### src/esc_pkg.sv
// ============================================================================
// esc_pkg: shared types and constants for the epoch seconds converter
// Field widths, reciprocal constants and the start-of-year day function.
// ============================================================================
package esc_pkg;

    typedef logic [31:0] t_epoch;
    typedef logic [7:0]  t_year;
    typedef logic [8:0]  t_doy;
    typedef logic [4:0]  t_hour;
    typedef logic [5:0]  t_min;
    typedef logic [5:0]  t_sec;
    typedef logic [15:0] t_days;
    typedef logic [16:0] t_secs_of_day;
    typedef logic [11:0] t_secs_of_hour;

    // 86400 = 2^7 * 675: seconds are shifted by 7 before dividing by 675
    localparam int unsigned DAY_SHIFT  = 7;
    localparam int unsigned DAY_ODD    = 675;
    localparam int unsigned DAY_K      = 35;
    localparam logic [25:0] DAY_RECIP  = 26'(((64'd1 << DAY_K) + 64'(DAY_ODD) - 64'd1)
                                            / 64'(DAY_ODD));

    // Lower bound of the year count: days / 366
    localparam int unsigned LEAP_LEN   = 366;
    localparam int unsigned YEAR_K     = 25;
    localparam logic [16:0] YEAR_RECIP = 17'(((64'd1 << YEAR_K) + 64'(LEAP_LEN) - 64'd1)
                                            / 64'(LEAP_LEN));

    localparam int unsigned SECS_HOUR  = 3600;
    localparam int unsigned HOUR_K     = 29;
    localparam logic [17:0] HOUR_RECIP = 18'(((64'd1 << HOUR_K) + 64'(SECS_HOUR) - 64'd1)
                                            / 64'(SECS_HOUR));

    localparam int unsigned SECS_MIN   = 60;
    localparam int unsigned MIN_K      = 18;
    localparam logic [12:0] MIN_RECIP  = 13'(((64'd1 << MIN_K) + 64'(SECS_MIN) - 64'd1)
                                            / 64'(SECS_MIN));

    localparam int unsigned YEAR_LEN   = 365;
    localparam int unsigned BASE_OFS   = 1970 - 1900;
    localparam int unsigned LAST_YEAR  = 136;          // 2106 counted from 1970
    localparam int unsigned Y2101      = 2101 - 1970;  // first year after the 2100 skip
    localparam int unsigned MAX_DOY    = 365;

    // First day (counted from 1970-01-01) of the year 1970 + n
    function automatic t_days year_start(input logic [7:0] n);
        logic [16:0] base;
        logic [6:0]  leaps;
        base  = 17'(n) * 17'(YEAR_LEN);
        leaps = 7'((9'(n) + 9'd1) >> 2);
        if (32'(n) >= Y2101) begin
            leaps = leaps - 7'd1;
        end
        return t_days'(base + 17'(leaps));
    endfunction

endpackage

### src/esc_if.sv
// ============================================================================
// esc interfaces: valid/ready channels of the epoch seconds converter
// Input channel carries the seconds count, result channel the calendar fields.
// ============================================================================
interface esc_in_if import esc_pkg::*; ();
    logic   valid;
    logic   ready;
    t_epoch epoch_seconds;

    modport source (output valid, output epoch_seconds, input ready);
    modport sink   (input valid, input epoch_seconds, output ready);
endinterface

interface esc_out_if import esc_pkg::*; ();
    logic  valid;
    logic  ready;
    t_year years_since_1900;
    t_doy  yday;
    t_hour hour;
    t_min  minute;
    t_sec  second;

    modport source (output valid, output years_since_1900, output yday,
                    output hour, output minute, output second, input ready);
    modport sink   (input valid, input years_since_1900, input yday,
                    input hour, input minute, input second, output ready);
endinterface

### src/epoch_seconds_to_calendar.sv
// ============================================================================
// epoch_seconds_to_calendar: seconds since 1970 to year, day of year and time
// Six-stage pipeline of constant-reciprocal divides and a year-start lookup.
// ============================================================================
// Converts an unsigned 32-bit count of seconds since 1970-01-01 00:00:00 UTC
// into the year minus 1900, the zero-based day of the year and the hour,
// minute and second of the day (Gregorian leap rule, so 2100 is common and
// 2000 is leap). A result passes through the registered stages A to F in
// order, and a new item may be transferred every cycle while the result is
// not held on o_res.ready; throughput is one item per cycle, set by the six
// registered stages.
// The whole pipeline stalls as one while a result waits on o_res.ready.
// No state is kept between items and reset only clears the valid bits.
module epoch_seconds_to_calendar import esc_pkg::*; (
    input  logic      i_clk,
    input  logic      i_rst_n,
    esc_in_if.sink    i_src,
    esc_out_if.source o_res
);

    // Pipeline advance: everything moves unless the result register is held
    logic w_adv;
    assign w_adv       = !o_res.valid || o_res.ready;
    assign i_src.ready = w_adv;

    // ---------------------------------------------------------------------
    // Stage A: days = secs / 86400, as (secs >> 7) / 675 by reciprocal.
    // The rounded-up reciprocal with k = 35 is exact for a 25-bit dividend.
    // ---------------------------------------------------------------------
    logic [24:0] w_a_x;
    logic [50:0] w_a_prod;
    logic        r_a_valid;
    logic [24:0] r_a_x,    n_a_x;
    logic [6:0]  r_a_low,  n_a_low;
    t_days       r_a_days, n_a_days;

    always_comb begin
        w_a_x    = i_src.epoch_seconds[31:DAY_SHIFT];
        w_a_prod = 51'(w_a_x) * 51'(DAY_RECIP);
        n_a_x    = w_a_x;
        n_a_low  = i_src.epoch_seconds[DAY_SHIFT-1:0];
        n_a_days = w_a_prod[50:DAY_K];
    end

    // ---------------------------------------------------------------------
    // Stage B: second of day from the odd remainder; lower bound of the
    // year count as days / 366 (exact reciprocal, k = 25).
    // ---------------------------------------------------------------------
    logic [25:0] w_b_back;
    logic [24:0] w_b_rem;
    logic [32:0] w_b_yprod;
    logic         r_b_valid;
    t_days        r_b_days, n_b_days;
    t_secs_of_day r_b_sod,  n_b_sod;
    logic [7:0]   r_b_nlo,  n_b_nlo;

    always_comb begin
        w_b_back  = 26'(r_a_days) * 26'(DAY_ODD);
        w_b_rem   = r_a_x - w_b_back[24:0];
        w_b_yprod = 33'(r_a_days) * 33'(YEAR_RECIP);
        n_b_days  = r_a_days;
        n_b_sod   = {w_b_rem[9:0], r_a_low};
        n_b_nlo   = w_b_yprod[32:YEAR_K];
    end

    // ---------------------------------------------------------------------
    // Stage C: the true year count is the bound or one more; pick it by
    // comparing against the start of the next year. Hour by reciprocal.
    // ---------------------------------------------------------------------
    logic [7:0]  w_c_nhi;
    t_days       w_c_start_lo, w_c_start_hi, w_c_doy;
    logic [34:0] w_c_hprod;
    logic         r_c_valid;
    logic [7:0]   r_c_n,    n_c_n;
    t_doy         r_c_doy,  n_c_doy;
    t_hour        r_c_hour, n_c_hour;
    t_secs_of_day r_c_sod,  n_c_sod;

    always_comb begin
        w_c_nhi      = r_b_nlo + 8'd1;
        w_c_start_lo = year_start(r_b_nlo);
        w_c_start_hi = year_start(w_c_nhi);
        if (r_b_days >= w_c_start_hi) begin
            n_c_n   = w_c_nhi;
            w_c_doy = r_b_days - w_c_start_hi;
        end else begin
            n_c_n   = r_b_nlo;
            w_c_doy = r_b_days - w_c_start_lo;
        end
        n_c_doy   = w_c_doy[8:0];
        w_c_hprod = 35'(r_b_sod) * 35'(HOUR_RECIP);
        n_c_hour  = w_c_hprod[HOUR_K+4:HOUR_K];
        n_c_sod   = r_b_sod;
    end

    // ---------------------------------------------------------------------
    // Stage D: seconds within the hour; year offset from 1900.
    // ---------------------------------------------------------------------
    logic [16:0] w_d_back;
    logic          r_d_valid;
    t_year         r_d_year, n_d_year;
    t_doy          r_d_doy,  n_d_doy;
    t_hour         r_d_hour, n_d_hour;
    t_secs_of_hour r_d_soh,  n_d_soh;

    always_comb begin
        w_d_back = 17'(r_c_hour) * 17'(SECS_HOUR);
        n_d_soh  = t_secs_of_hour'(r_c_sod - w_d_back);
        n_d_year = r_c_n + 8'(BASE_OFS);
        n_d_doy  = r_c_doy;
        n_d_hour = r_c_hour;
    end

    // ---------------------------------------------------------------------
    // Stage E: minute by reciprocal (k = 18, exact below 3600).
    // ---------------------------------------------------------------------
    logic [24:0] w_e_mprod;
    logic          r_e_valid;
    t_year         r_e_year, n_e_year;
    t_doy          r_e_doy,  n_e_doy;
    t_hour         r_e_hour, n_e_hour;
    t_min          r_e_min,  n_e_min;
    t_secs_of_hour r_e_soh,  n_e_soh;

    always_comb begin
        w_e_mprod = 25'(r_d_soh) * 25'(MIN_RECIP);
        n_e_min   = w_e_mprod[MIN_K+5:MIN_K];
        n_e_year  = r_d_year;
        n_e_doy   = r_d_doy;
        n_e_hour  = r_d_hour;
        n_e_soh   = r_d_soh;
    end

    // ---------------------------------------------------------------------
    // Stage F: second of minute; result register.
    // ---------------------------------------------------------------------
    logic [11:0] w_f_back;
    logic [11:0] w_f_sec;
    logic  r_f_valid;
    t_year r_f_year, n_f_year;
    t_doy  r_f_doy,  n_f_doy;
    t_hour r_f_hour, n_f_hour;
    t_min  r_f_min,  n_f_min;
    t_sec  r_f_sec,  n_f_sec;

    always_comb begin
        w_f_back = 12'(r_e_min) * 12'(SECS_MIN);
        w_f_sec  = r_e_soh - w_f_back;
        n_f_sec  = w_f_sec[5:0];
        n_f_year = r_e_year;
        n_f_doy  = r_e_doy;
        n_f_hour = r_e_hour;
        n_f_min  = r_e_min;
    end

    // Valid bits: cleared by reset, shifted on advance
    always_ff @(posedge i_clk) begin
        if (!i_rst_n) begin
            r_a_valid <= 1'b0;
            r_b_valid <= 1'b0;
            r_c_valid <= 1'b0;
            r_d_valid <= 1'b0;
            r_e_valid <= 1'b0;
            r_f_valid <= 1'b0;
        end else if (w_adv) begin
            r_a_valid <= i_src.valid;
            r_b_valid <= r_a_valid;
            r_c_valid <= r_b_valid;
            r_d_valid <= r_c_valid;
            r_e_valid <= r_d_valid;
            r_f_valid <= r_e_valid;
        end
    end

    // Payload: no reset, held while stalled
    always_ff @(posedge i_clk) begin
        if (w_adv) begin
            r_a_x    <= n_a_x;
            r_a_low  <= n_a_low;
            r_a_days <= n_a_days;
            r_b_days <= n_b_days;
            r_b_sod  <= n_b_sod;
            r_b_nlo  <= n_b_nlo;
            r_c_n    <= n_c_n;
            r_c_doy  <= n_c_doy;
            r_c_hour <= n_c_hour;
            r_c_sod  <= n_c_sod;
            r_d_year <= n_d_year;
            r_d_doy  <= n_d_doy;
            r_d_hour <= n_d_hour;
            r_d_soh  <= n_d_soh;
            r_e_year <= n_e_year;
            r_e_doy  <= n_e_doy;
            r_e_hour <= n_e_hour;
            r_e_min  <= n_e_min;
            r_e_soh  <= n_e_soh;
            r_f_year <= n_f_year;
            r_f_doy  <= n_f_doy;
            r_f_hour <= n_f_hour;
            r_f_min  <= n_f_min;
            r_f_sec  <= n_f_sec;
        end
    end

    assign o_res.valid            = r_f_valid;
    assign o_res.years_since_1900 = r_f_year;
    assign o_res.yday             = r_f_doy;
    assign o_res.hour             = r_f_hour;
    assign o_res.minute           = r_f_min;
    assign o_res.second           = r_f_sec;

`ifndef NO_ASSERTIONS
    // Year choice never runs past the last representable year
    a_year_range: assert property (@(posedge i_clk) disable iff (!i_rst_n)
        r_c_valid |-> (32'(r_c_n) <= LAST_YEAR))
        else $error("year count out of range");

    // Day of year of the chosen year stays at or below 365
    a_doy_range: assert property (@(posedge i_clk) disable iff (!i_rst_n)
        r_c_valid |-> (32'(r_c_doy) <= MAX_DOY))
        else $error("day of year out of range");

    // Hour, minute and second stay in range
    a_time_range: assert property (@(posedge i_clk) disable iff (!i_rst_n)
        o_res.valid |-> (o_res.hour < 5'd24 && o_res.minute < 6'd60
                         && o_res.second < 6'd60))
        else $error("time of day out of range");

    // A stalled result is neither dropped nor replaced
    a_stall_hold: assert property (@(posedge i_clk) disable iff (!i_rst_n)
        (o_res.valid && !o_res.ready) |=> (o_res.valid && $stable(r_e_soh)
                                           && $stable(r_f_sec)))
        else $error("pipeline moved during stall");
`endif

endmodule
### src/flat_wrapper.sv
// flat-port wrapper written by rule: the top's interface ports become plain ports
module epoch_seconds_to_calendar_flat import esc_pkg::*;
  (i_clk, i_rst_n, i_src_valid, i_src_epoch_seconds, i_src_ready, o_res_valid, o_res_years_since_1900, o_res_yday, o_res_hour, o_res_minute, o_res_second, o_res_ready);
  esc_in_if i_src_i ();
  esc_out_if o_res_i ();
  input  logic i_clk;
  input  logic i_rst_n;
  input wire logic [$bits(i_src_i.valid)-1:0] i_src_valid;
  input wire logic [$bits(i_src_i.epoch_seconds)-1:0] i_src_epoch_seconds;
  output wire logic [$bits(i_src_i.ready)-1:0] i_src_ready;
  output wire logic [$bits(o_res_i.valid)-1:0] o_res_valid;
  output wire logic [$bits(o_res_i.years_since_1900)-1:0] o_res_years_since_1900;
  output wire logic [$bits(o_res_i.yday)-1:0] o_res_yday;
  output wire logic [$bits(o_res_i.hour)-1:0] o_res_hour;
  output wire logic [$bits(o_res_i.minute)-1:0] o_res_minute;
  output wire logic [$bits(o_res_i.second)-1:0] o_res_second;
  input wire logic [$bits(o_res_i.ready)-1:0] o_res_ready;
  assign i_src_i.valid = i_src_valid;
  assign i_src_i.epoch_seconds = i_src_epoch_seconds;
  assign i_src_ready = i_src_i.ready;
  assign o_res_valid = o_res_i.valid;
  assign o_res_years_since_1900 = o_res_i.years_since_1900;
  assign o_res_yday = o_res_i.yday;
  assign o_res_hour = o_res_i.hour;
  assign o_res_minute = o_res_i.minute;
  assign o_res_second = o_res_i.second;
  assign o_res_i.ready = o_res_ready;
  epoch_seconds_to_calendar u_core (.i_clk(i_clk), .i_rst_n(i_rst_n), .i_src(i_src_i), .o_res(o_res_i));
endmodule
### config.mk
export PLATFORM = sky130hd
export DESIGN_NAME = epoch_seconds_to_calendar_flat
export DESIGN_NICKNAME = d
export VERILOG_FILES = /design/src/esc_pkg.sv /design/src/esc_if.sv /design/src/epoch_seconds_to_calendar.sv /design/src/flat_wrapper.sv
export SDC_FILE = /design/constraint.sdc
export NUM_CORES = 2
export LEC_CHECK = 0
export ABC_AREA = 1
export BUFFER_PORTS_ARGS = -buffer_cell sky130_fd_sc_hd__buf_2
export CAP_MARGIN = 10
export CORE_ASPECT_RATIO = 0.75
export CORE_MARGIN = 2
export CORE_UTILIZATION = 45
export DETAILED_ROUTE_END_ITERATION = 10
export PLACE_DENSITY_LB_ADDON = 0.12
export REMOVE_ABC_BUFFERS = 1
export SLEW_MARGIN = 15
export SYNTH_ARGS = -nofsm -noshare
export SYNTH_HDL_FRONTEND = slang
export SYNTH_SLANG_ARGS = --single-unit
### constraint.sdc
create_clock -name i_clk -period 7.8 [get_ports i_clk]
set_input_delay 0.39 -clock i_clk [delete_from_list [all_inputs] [get_ports i_clk]]
set_output_delay 0.39 -clock i_clk [all_outputs]
set_load 0.005 [all_outputs]
==> results.txt <==
----------------------------------------------------
[Clock network]
  Worst-path clk slew ... 0.06 ns
  Sinks on Clock Net ... 216
  CTS tree ... done
  H-tree depth ... 1
  Clock tree buffer depth ... 3
  Inserted Clock Buffers ... 23
  Worst-skew pair later-pin latency ... 0.55 ns
  Root buffer cell ... sky130_fd_sc_hd__clkbuf_16

[Global routing]
  Global-route wire length before repair ... 136600 um
  Pin count of the biggest net entering global routing ... 82
  Global-route usage over all layers ... 21.66%
  Number of global-route vias before repair ... 24980
  Number of antenna violations at the first check in global routing ... 3
  Overflow left after global routing ... 0

[Logic synthesis]
  Share of synthesized registers carrying an async set or reset ... 0%
  Yosys top cell area share ... 28.62%
  Mapped Avg Cell Area ... 9.288 um2
  Post-Syn Instances ... 3747
  Area contributors post-synth ... sky130_fd_sc_hd__ha_1 (29%), sky130_fd_sc_hd__fa_1 (23%), sky130_fd_sc_hd__edfxtp_1 (18%)
  Cell Area, Synth ... 34800 um2
  Most frequently used flop master after synthesis ... sky130_fd_sc_hd__edfxtp_1
  Cell type with the highest aggregate area in the netlist ... sky130_fd_sc_hd__ha_1
  Netlist cell types ... 48
  Number of register bits inferred by synthesis ... 216
  Number of enable flip-flop cells after synthesis ... 210
  Share of synthesized area occupied by flip-flops and latches ... 18.46%
  Yosys synthesis warning count ... 0

[Placed design]
  Global placement routability congestion ... 0.9252
  HPWL Detailed ... 71810 um
  Port Buffer Count ... 71

[Worst setup path]
  Kind of capture point of the worst setup path ... flip-flop
  Peak fanout along the critical path ... 13
  Critical path class ... flip-flop to flip-flop
  Arrival @ worst endpoint ... 7.51 ns
  Type of origin of the critical path ... flip-flop
  Reg-to-reg critical path startpoint ... u_core.r_b_nlo[0]$_DFFE_PP_
  Crit path max-delay cell type ... sky130_fd_sc_hd__edfxtp_1
  Worst Setup SP ... u_core.r_b_nlo[0]$_DFFE_PP_
  Data required time at the worst endpoint ... 8.07 ns
  Maximum single-stage delay on the critical path ... 0.59 ns

[Final layout]
  Layout cells sized above 1 ... 3.953%
  Filler cells ... 7448
  Fin nets ... 5088
  Ant. Diodes ... 0
  Sequential Area ... 6426 um2
  Layout area overhead ... 7.111%
  Area of the multi-input gates ... 24940 um2
  Leading cell type in the layout, fill and taps excluded ... sky130_fd_sc_hd__inv_1
  Leading cell types in the layout, fill and taps excluded ... sky130_fd_sc_hd__inv_1 (908), sky130_fd_sc_hd__ha_1 (796), sky130_fd_sc_hd__nand2_1 (547), sky130_fd_sc_hd__fa_1 (401), sky130_fd_sc_hd__edfxtp_1 (210)

[Floorplan]
  Starting Density ... 45.35%
  Row cnt ... 88
  Chip width ... 325.1 um
  Count of boundary I/O pins ... 72
  Chip height ... 244.8 um
  CORE AREA ... 76740 um2
  Die Outline Area ... 79600 um2

[Timing]
  RSZ-0062 raised after global routing ... false
  Slew HR ... 38.60%
  Number of max-slew violations in the final report ... 0
  Final Hold Viols ... 0
  Minimum clock period ... 7.235 ns
  Total Neg Setup Slack ... 0 ns
  Setup skew after layout ... 0.02097 ns
  Count of endpoints failing setup in the final report ... 0
  Maximum achievable frequency ... 138.2 MHz
  Final Cycle Share ... 92.76%
  Worst Tran Pin Value ... 0.9210 ns

[Routing]
  Post-Route WL ... 82450 um
  DRT antenna net count ... 0
  Vias per cell ... 4.926
  Wirelength per Cell ... 16.81 um
  DRT Pass-1 Iters ... 5
  Vias ... 24160
  Starting DRT DRC Count ... 1513
  Number of remaining DRC errors ... 0

[Min path]
  Launch instance of the worst min-delay path ... i_src_epoch_seconds[2]
  Classification of the worst-slack hold path ... input port to flip-flop

[Job]
  Maxcap violations ... 0

[Run status]
  Status ... complete, no violations

----------------------------------------------------
-- registers in the layout, summed over array words and instances, names as in the netlist, 6 cells and up --
signal,count
u_core.r_b_nlo,8
u_core.n_f_min,6
u_core.n_d_doy,9
u_core.o_res.minute,6
u_core.r_b_days,16
u_core.o_res.second,6
u_core.n_e_soh,12
u_core.o_res.yday,9
u_core.n_e_year,8
u_core.r_c_sod,12
u_core.r_a_low,7
u_core.o_res.years_since_1900,8
u_core.n_f_year,8
u_core.n_b_days,16
u_core.n_e_doy,9
u_core.r_a_x,10
u_core.n_c_sod,17
u_core.r_e_soh,6
u_core.n_f_doy,9
u_core.r_c_n,8
-- timing repair --
item,4_1_cts,5_1_grt
buffers inserted,0,3
resized for setup,0,2
hold endpoints to repair,4,0
setup endpoints to repair,0,17
hold buffers,4,0
-- Yosys cell counts, drive strengths merged (3+ instances only) --
master	number
edfxtp	210
a31oi	6
a21oi	171
a21boi	6
nor3	38
nand3b	3
nand2	562
o31ai	3
xor2	63
nand4	42
inv	912
or2	7
buf	3
xnor2	33
dfxtp	6
a21o	18
o21a	13
nor4	10
fa	401
o21bai	16
o211ai	5
nand3	107
o21ai	110
ha	796
nor2	196
-- through the flow --
| step | hold WS [ns] | area [um2] | std cells | utilization (%) | setup WS, ns |
|---|---|---|---|---|---|
| 2_1_floorplan | 0.4003 | 34780 | 3744 | - | 1.109 |
| 3_3_place_gp | 0.4009 | 36500 | 4858 | 47.56 | 0.6671 |
| 3_5_place_dp | 0.4045 | 36500 | 4858 | 47.56 | 0.5660 |
| 4_1_cts | 0.005507 | 37250 | 4902 | 48.53 | 0.5244 |
| 5_1_grt | 0.009143 | 37280 | 4905 | 48.57 | 0.05582 |
| 6_report | 0.03708 | 37280 | 4905 | 48.57 | 0.5646 |
-- final timing paths --
| path | endpoint | slack (ns) | cells after the start |
|---|---|---|---|
| worst max-delay path | u_core.n_d_doy[3]$_DFFE_PP_ | 0.56 | 39 |
| worst max register to register | u_core.n_d_doy[3]$_DFFE_PP_ | 0.56 | 39 |
| worst min-delay path | u_core.r_a_low[2]$_DFFE_PP_ | 0.04 | 1 |
| worst min register to register | u_core.n_f_hour[4]$_DFFE_PP_ | 0.42 | 0 |
-- kinds of logic after synthesis --
logic type	share of synthesized area, %
adders and majority gates	51.68
buffers and inverters	9.898
AOI/OAI and AO/OA	5.634
DFF	18.46
and+or+nand+nor	11.83
xor gates and xnor gates	2.491
-- critical path, delay by kind of cell (launching register included) --
kind / cells / cell delay (ns)
DFF: 1 / 0.59
AOI/OAI and AO/OA: 7 / 1.15
adders and majority gates: 8 / 2.75
xor gates and xnor gates: 1 / 0.16
and+or+nand+nor: 15 / 1.73
buffers and inverters: 8 / 0.56
-- layout make-up --
cell class	instances	share of cell area [%]
Timing Repair Buffer	86	1.282
Clock inverter	11	0.2853
Inverter	913	9.214
Sequential cell	216	17.24
Clock buffer	29	1.604
Multi-Input combinational cell	2615	66.90
Tap cell	1035	3.474
-- per-layer routing --
metal	up-vias	global-route usage (%)	routed length, um
met5	-	0	0
met4	0	1.920	636
met3	45	2.707	4212
met2	439	31.90	32540
met1	11470	34.80	45060
li1	12210	-	-
Power is not shown: default switching activity piles up to over one toggle a cycle in this logic, so the estimate is an artifact.
